--- src/hdl/krs_pkg.sv ---
// Shared types and codes for the keyed record store.
// Used by krs_front, krs_engine and keyed_record_store_compacting. No dependencies.
`default_nettype none

package krs_pkg;

    // default sizes, overridden through top-level parameters
    localparam int MEM_BYTES_DEF  = 4096;
    localparam int HEAD_BYTES_DEF = 40;
    localparam int REC_HDR_DEF    = 32;

    // bytes in the key / length / size block of a record
    localparam int FIELD_BYTES = 12;
    // width of a computed record size (length is 12 bits, header at most 64)
    localparam int PSZ_W       = 13;
    localparam int LEN_W       = 12;
    localparam int REG_W       = 13;

    // commands
    localparam logic [2:0] CMD_HAS       = 3'd0;
    localparam logic [2:0] CMD_READ      = 3'd1;
    localparam logic [2:0] CMD_PUT_BEGIN = 3'd2;
    localparam logic [2:0] CMD_PUT_BYTE  = 3'd3;
    localparam logic [2:0] CMD_REMOVE    = 3'd4;

    // result status codes
    localparam logic [1:0] ST_OK       = 2'd0;
    localparam logic [1:0] ST_NO_SPACE = 2'd1;
    localparam logic [1:0] ST_NO_KEY   = 2'd2;
    localparam logic [1:0] ST_NO_PUT   = 2'd3;

    // configuration register addresses
    localparam logic [2:0] ADDR_REGION = 3'd0;

    typedef struct packed {
        logic [2:0]  cmd;
        logic [63:0] key;
        logic [11:0] offset;
        logic [11:0] length;
        logic [7:0]  data_byte;
    } item_t;

    typedef struct packed {
        logic [1:0]  status;
        logic        found;
        logic [11:0] value_length;
        logic [7:0]  read_byte;
    } res_t;

endpackage

`default_nettype wire

--- src/hdl/krs_front.sv ---
// Front end of the record store: a two-entry queue of accepted items.
// Depends on krs_pkg.
`default_nettype none

module krs_front
    import krs_pkg::*;
(
    input  wire logic  clk,
    input  wire logic  rst_n,
    input  wire logic  in_valid,
    output logic       in_ready,
    input  wire item_t in_item,
    output logic       out_valid,
    input  wire logic  out_ready,
    output item_t      out_item
);

    item_t      buf_reg [2];
    logic       wr_ptr_reg, rd_ptr_reg;
    logic [1:0] count_reg;
    logic       push, pop;

    assign in_ready  = (count_reg != 2'd2);
    assign out_valid = (count_reg != 2'd0);
    assign out_item  = buf_reg[rd_ptr_reg];
    assign push      = in_valid && in_ready;
    assign pop       = out_valid && out_ready;

    // queue storage
    always_ff @(posedge clk)
    begin
        if (push)
        begin
            buf_reg[wr_ptr_reg] <= in_item;
        end
    end

    // pointers and fill count
    always_ff @(posedge clk or negedge rst_n)
    begin
        if (!rst_n)
        begin
            wr_ptr_reg <= 1'b0;
            rd_ptr_reg <= 1'b0;
            count_reg  <= 2'd0;
        end
        else
        begin
            if (push)
            begin
                wr_ptr_reg <= ~wr_ptr_reg;
            end
            if (pop)
            begin
                rd_ptr_reg <= ~rd_ptr_reg;
            end
            if (push && !pop)
            begin
                count_reg <= count_reg + 2'd1;
            end
            else if (pop && !push)
            begin
                count_reg <= count_reg - 2'd1;
            end
        end
    end

endmodule

`default_nettype wire

--- config.mk ---
export PLATFORM = sky130hd
export DESIGN_NAME = krs_front
export DESIGN_NICKNAME = d
export VERILOG_FILES = /design/src/hdl/krs_pkg.sv /design/src/hdl/krs_front.sv
export SDC_FILE = /design/constraint.sdc
export NUM_CORES = 1
export LEC_CHECK = 0
export BUFFER_PORTS_ARGS = -buffer_cell sky130_fd_sc_hd__buf_2
export CAP_MARGIN = 20
export CELL_PAD_IN_SITES_DETAIL_PLACEMENT = 1
export CELL_PAD_IN_SITES_GLOBAL_PLACEMENT = 2
export CORE_UTILIZATION = 35
export CTS_CLUSTER_DIAMETER = 120
export DETAILED_ROUTE_END_ITERATION = 8
export GPL_TIMING_DRIVEN = 0
export PLACE_DENSITY = 0.83
export SLEW_MARGIN = 40
export SYNTH_ARGS = -nofsm -noshare
export SYNTH_HDL_FRONTEND = slang
export SYNTH_SLANG_ARGS = --single-unit
--- constraint.sdc ---
create_clock -name clk -period 5.3 [get_ports clk]
set_input_delay 0.795 -clock clk [delete_from_list [all_inputs] [get_ports clk]]
set_output_delay 0.795 -clock clk [all_outputs]
set_load 0.03 [all_outputs]
==> results of run 1 <==
worst paths after layout:
| path | startpoint | endpoint | depth (start not counted) |
|---|---|---|---|
| setup reg to reg | count_reg[0] | buf_reg[0][94] | 5 |
| hold / removal | rst_n | count_reg[1] | 1 |
| max in group asynchronous | rst_n | count_reg[0] | 1 |
| min in group clk | in_item[40] | buf_reg[1][40] | 1 |
| setup / recovery | rd_ptr_reg | out_item[5] | 4 |
| hold reg to reg | count_reg[1] | count_reg[1] | 1 |
stage by stage:
stage	util	setup WS, ps	cell area (sq um)
6_report	0.4602	2717	10070
3_3_place_gp	0.4206	-34.04	9206
2_1_floorplan	-	1391	7840
3_5_place_dp	0.4280	2939	9369
4_1_cts	0.4600	2660	10070
5_1_grt	0.4600	2620	10070
final cells by class:
class | count | share of cell area
clock inverter | 14 | 0.01167
antenna | 2 | 0.0004968
inverter | 1 | 0.0003726
buffer | 11 | 0.02099
timing repair buffer | 210 | 0.1160
multi-input combinational | 112 | 0.1577
clock buffer | 25 | 0.05787
sequential | 202 | 0.6001
tap | 280 | 0.03477
layer usage:
metal,global-route usage,vias up,wire length [um]
met2,0.2364,147,8114
li1,-,1769,-
met1,0.1500,1916,5961
met5,0,-,13
met4,0.03614,2,342
met3,0.04581,31,1278
cells in the final DEF (no fill, tap or decap), drive strengths merged:
cell type    n
bufinv       2
diode        2
inv          1
edfxtp     198
xnor2        3
xor2         2
and3         1
clkinv      10
or2          1
dfrtp        4
buf        221
clkbuf      25
nand2b       1
nand2        2
clkinvlp     2
ha           1
mux2        99
nor2         2
power breakdown:
group	total, uW	switching (uW)	internal, uW
logic	2550	1480	1070
registers	2280	100	2180
clock network	1470	588	882
cell families after synthesis:
family,count (synthesis),share of synthesized area
xor+xnor,5,0.005589
fa+ha+maj,1,0.001596
buf+inv,12,0.02746
flops,202,0.7714
mux,99,0.1897
simple gates,7,0.004313
==> metrics.txt, run 1 <==
clock skew 15.46 ps; Yosys reg bits 202; chip height 151.6 um; Final nets 664; Leak 0.004051 uW; largest net degree at the start of global routing 41; initial antenna violation count 2; Max stage delay cell, worst path dfrtp_1; GPL Wtd Cong 0.6964; share of cells above drive strength 1 0.6139; CTS H-tree lvls 1; clock-pin slew on the worst setup and hold paths 60 ps; Largest register FFs 198; crit end category output pin; syn nets 430; placed instance count 816; Syn. warnings 0; core area 21,890 sq um; Max FO, Critical Path 10; DIE AREA 22,990 sq um; setup TNS 0 ps; DP Wirelength 11,070 um; routed len/inst 18.33 um; # rows 54; Crit path largest cell delay 340 ps; worst hold slack 88.65 ps; CTS Buf Count 22; Sink Count 202; GRT Util Overall 0.1327; IO Pins 204; CTS root buf clkbuf_16; VDD IR-drop max 343.0 uV; post-route ant nets 0; MaxCap Viol Count 0; count of cell types in the netlist 14; CTS resizes 0; global-route wire length before repair 22,960 um; DR pass1 iterations 4; Post-synth EDFFs 198; CP bufs+invs 3; Max Clock Freq 387.1 MHz; GRT Residual Overflow 0; drt drc 0; Fin. Hold Viols 0; Die Wd 151.6 um; crit-path cells buf_6, buf_12, mux2_4, buf_2; multi-input logic area 1589 sq um; I/O Buffers 203; Detailed Route WL 15,710 um; most used flip-flop cell after synthesis edfxtp_1; vias in the first global route 4,195; hold_buf cts 0; vias per cell 4.510; Power Dens Cells 625.6 nW/um^2; status complete, no violations; Final Cycle Share 0.4874; min-delay worst type in2async; top cell type's share of synthesized area 0.7586; Slew @ Worst Pin 639.1 ps; mapped cell area 7838 sq um; Final Non-Filler Cells 857; critical path startpoint category register; top-count cell post-synth edfxtp_1; CP top delay family buffers and inverters; worst-skew pair later-pin latency 500 ps; total setup buffers inserted after CTS 0; PnR Total Power 6303 uW; Slew Viols, Final 0; Async S/R FF share, synth 0.01980; CP Class reg2out; vias 3,865; biggest area consumer among synthesized cells edfxtp_1; final setup fails 0; CTS tree done; Seq. cell area 6046 sq um; min cycle time layout 2583 ps; 1st-iter DRT viols 131; Syn Area/Cell 24.04 sq um; cells after synthesis 326; Critical Path AT 1790 ps; clock buffer depth 3; most instantiated cells after synthesis edfxtp_1 (198), mux2_4 (99), buf_12 (10); CP Data Required Time 4510 ps; largest cells by area after synthesis edfxtp_1 (76%), mux2_4 (19%), buf_12 (2.6%), dfrtp_1 (1.3%), xnor2_1 (0.34%); fill count 2,118; RSZ-0062 raised after global routing no; Slew headroom 0.5729; R2R setup slack 3240 ps; post-synthesis sequential area ratio 0.7714; initial core utilization 0.3580; synthesis-to-layout area growth 28.54%
Power figures use the tool's default switching activity.
==> run 2: changes to the inputs <==
- CORE_UTILIZATION: 35 -> 39
- PLACE_DENSITY: 0.83 -> 0.87
- clock period: 5.3 -> 2.5 ns (I/O delays scaled with it)
==> run 2 against run 1 <==
Count of clock-buffer cells in the layout is 4 higher. Die area is 10% lower. Design area is 0.32% lower. Flip-flop and latch count stayed put. Register-to-register slack worse by 2600 ps. Total power is 110% higher. Wire length is 1.7% lower. Cell count is 1.6% lower. Non-clock buffer count is 2 higher. Core utilization is 5.2 points higher. Sequential power is 110% higher. Critical path type unchanged. Largest cell class unchanged.
==> metrics.txt, run 2 (same netlist as run 1, synthesis figures left out) <==
Crit path largest cell delay 340 ps (about the same); chip height 143.8 um (-5.2%); MaxCap Viol Count 0 (unchanged); highest-count cells in the layout ignoring fill and taps buf_2 (203), edfxtp_1 (198), mux2_4 (99); CTS tree done; GRT Residual Overflow 0 (unchanged); critical path startpoint category register; global-route wire length before repair 22,830 um (-0.54%); worst hold start in_item[72]; status complete, no violations; CP Data Required Time 2120 ps (-2390 ps); Max Clock Freq 466.4 MHz; placed instance count 802 (-1.7%); clock skew 8.069 ps (-7.388 ps); DR pass1 iterations 4 (unchanged); 1st-iter DRT viols 100 (-24%); VDD IR-drop max 641.5 uV (+87%); Detailed Route WL 15,450 um (-1.7%); GRT Util Overall 0.1468 (+0.01409); CTS resizes 0 (unchanged); Final Non-Filler Cells 843 (-1.6%); Critical Path AT 1770 ps (-20 ps); DP Wirelength 11,200 um (+1.2%); CP Class reg2out; Slew headroom 0.6395 (+0.06664); largest net degree at the start of global routing 41 (unchanged); most common cell after layout, fill and taps aside buf_2; post-route ant nets 0 (unchanged); routed len/inst 18.32 um (about the same); setup TNS 0 ps (unchanged); Sw Share 0.3443 (+0.0005055); reg2reg end buf_reg[0][77]; vias in the first global route 4,218 (+0.55%); Die Wd 143.8 um (-5.2%); R2R setup slack 610 ps (-2630 ps); worst-skew pair later-pin latency 480 ps (-20 ps); CTS Buf Count 22 (unchanged); drt drc 0 (unchanged); Max FO, Critical Path 10 (unchanged); crit-path cells buf_6, buf_12, mux2_4, buf_2; min cycle time layout 2144 ps; IO Pins 204 (unchanged); RSZ-0062 raised after global routing no; proportion of power drawn by combinational gates 0.415 (+0.010); clock buffer depth 3 (unchanged); core area 19,590 sq um (-11%); Largest register FFs 198 (unchanged); fill count 1,842 (-13%); Power Dens Cells 1307 nW/um^2 (+110%); Max stage delay cell, worst path dfrtp_1; vias 3,860 (-0.13%); WHS Endpoint buf_reg[1][72]; Clock Power Share 0.216 (-0.017); initial antenna violation count 1 (-1); final core utilization 0.5126 (+0.05240); CTS H-tree lvls 1 (unchanged); Reg-to-Reg Start count_reg[0]; initial core utilization 0.4001 (+0.04205); Slew Viols, Final 0 (unchanged); Hold Path Depth 1; clock-pin slew on the worst setup and hold paths 60 ps (about the same); min-delay worst type in2reg; final setup fails 0 (unchanged); Sink Count 202 (unchanged); DIE AREA 20,670 sq um (-10%); NetSw 4519 uW (+110%); Reg power frac 0.369 (+0.007); # rows 51 (-5.6%); Slew @ Worst Pin 540.7 ps (-98.45 ps); cell-internal power 8607 uW (+110%); I/O Buffers 203 (unchanged); GPL Wtd Cong 0.6848 (-1.7%); Final nets 666 (+0.30%); share of cells above drive strength 1 0.6076 (-0.006274); vias per cell 4.579 (+1.5%); Fin. Hold Viols 0 (unchanged); Leak 0.004046 uW (-0.14%); worst hold slack 76.87 ps (-11.78 ps); Final Cycle Share 0.8576; FF-to-FF path depth 6 (+1); synthesis-to-layout area growth 28.13%; crit end category output pin; CTS root buf clkbuf_16
==> run 2: power by group through the flow <==
stage,clock network (uW),registers (uW),logic [uW]
floorplan,0,4870,4080
detailed placement,0,4930,5520
global route,3050,4910,5750
finish,2830,4850,5450
CTS,2930,4860,5550
global placement,0,4920,5200
==> run 2: layer usage <==
metal / share of wire / track usage / vias up
li1: - / - / 1772
met1: 0.38 / 0.1627 / 1935
met2: 0.54 / 0.2731 / 135
met3: 0.069 / 0.04399 / 18
met4: 0.013 / 0.03527 / 0
met5: 0 / 0 / -
==> run 2: final cells by class <==
class | instances | area (sq um) | share of cell area
repair buffers | 212 | 1206 | 0.1201
inverters | 1 | 3.754 | 0.0003738
well taps | 265 | 331.6 | 0.03302
diodes | 2 | 5.005 | 0.0004984
clock inverters | 9 | 36.28 | 0.003613
flip-flops and latches | 202 | 6046 | 0.6020
multi-input cells | 112 | 1604 | 0.1597
plain buffers | 11 | 211.5 | 0.02106
clock buffers | 29 | 598.1 | 0.05956
==> run 2: through the flow <==
stage                     instance area, sq um  worst slack, ps  total power [uW]
after floorplan                           7861           -64.59              8956
after global placement                    9209           -769.8             10120
after detailed placement                  9393            581.5             10450
after CTS                                10040            292.4             13340
after global routing                     10040            270.2             13710
final                                    10040            356.0             13130
==> run 2: timing repair <==
| item | in CTS | in global routing |
|---|---|---|
| hold buffers | 1 | 0 |
| buffers inserted | 0 | 0 |
| setup endpoints to repair | 0 | 0 |
| hold endpoints to repair | 4 | 0 |
==> run 2: critical path: cells and delay by family, from the launching register on <==
kind	cells	cell delay [ps]
flops	1	340
mux	1	300
buf+inv	3	640
==> run 2: worst max path at each step <==
stage	startpoint	end	slack, ps
global placement	count_reg[0]	buf_reg[0][66]	-770
finish	rd_ptr_reg	out_item[11]	360
CTS	rd_ptr_reg	out_item[11]	290
detailed placement	count_reg[0]	buf_reg[0][94]	580
global route	rd_ptr_reg	out_item[4]	270
floorplan	count_reg[0]	buf_reg[0][0]	-60
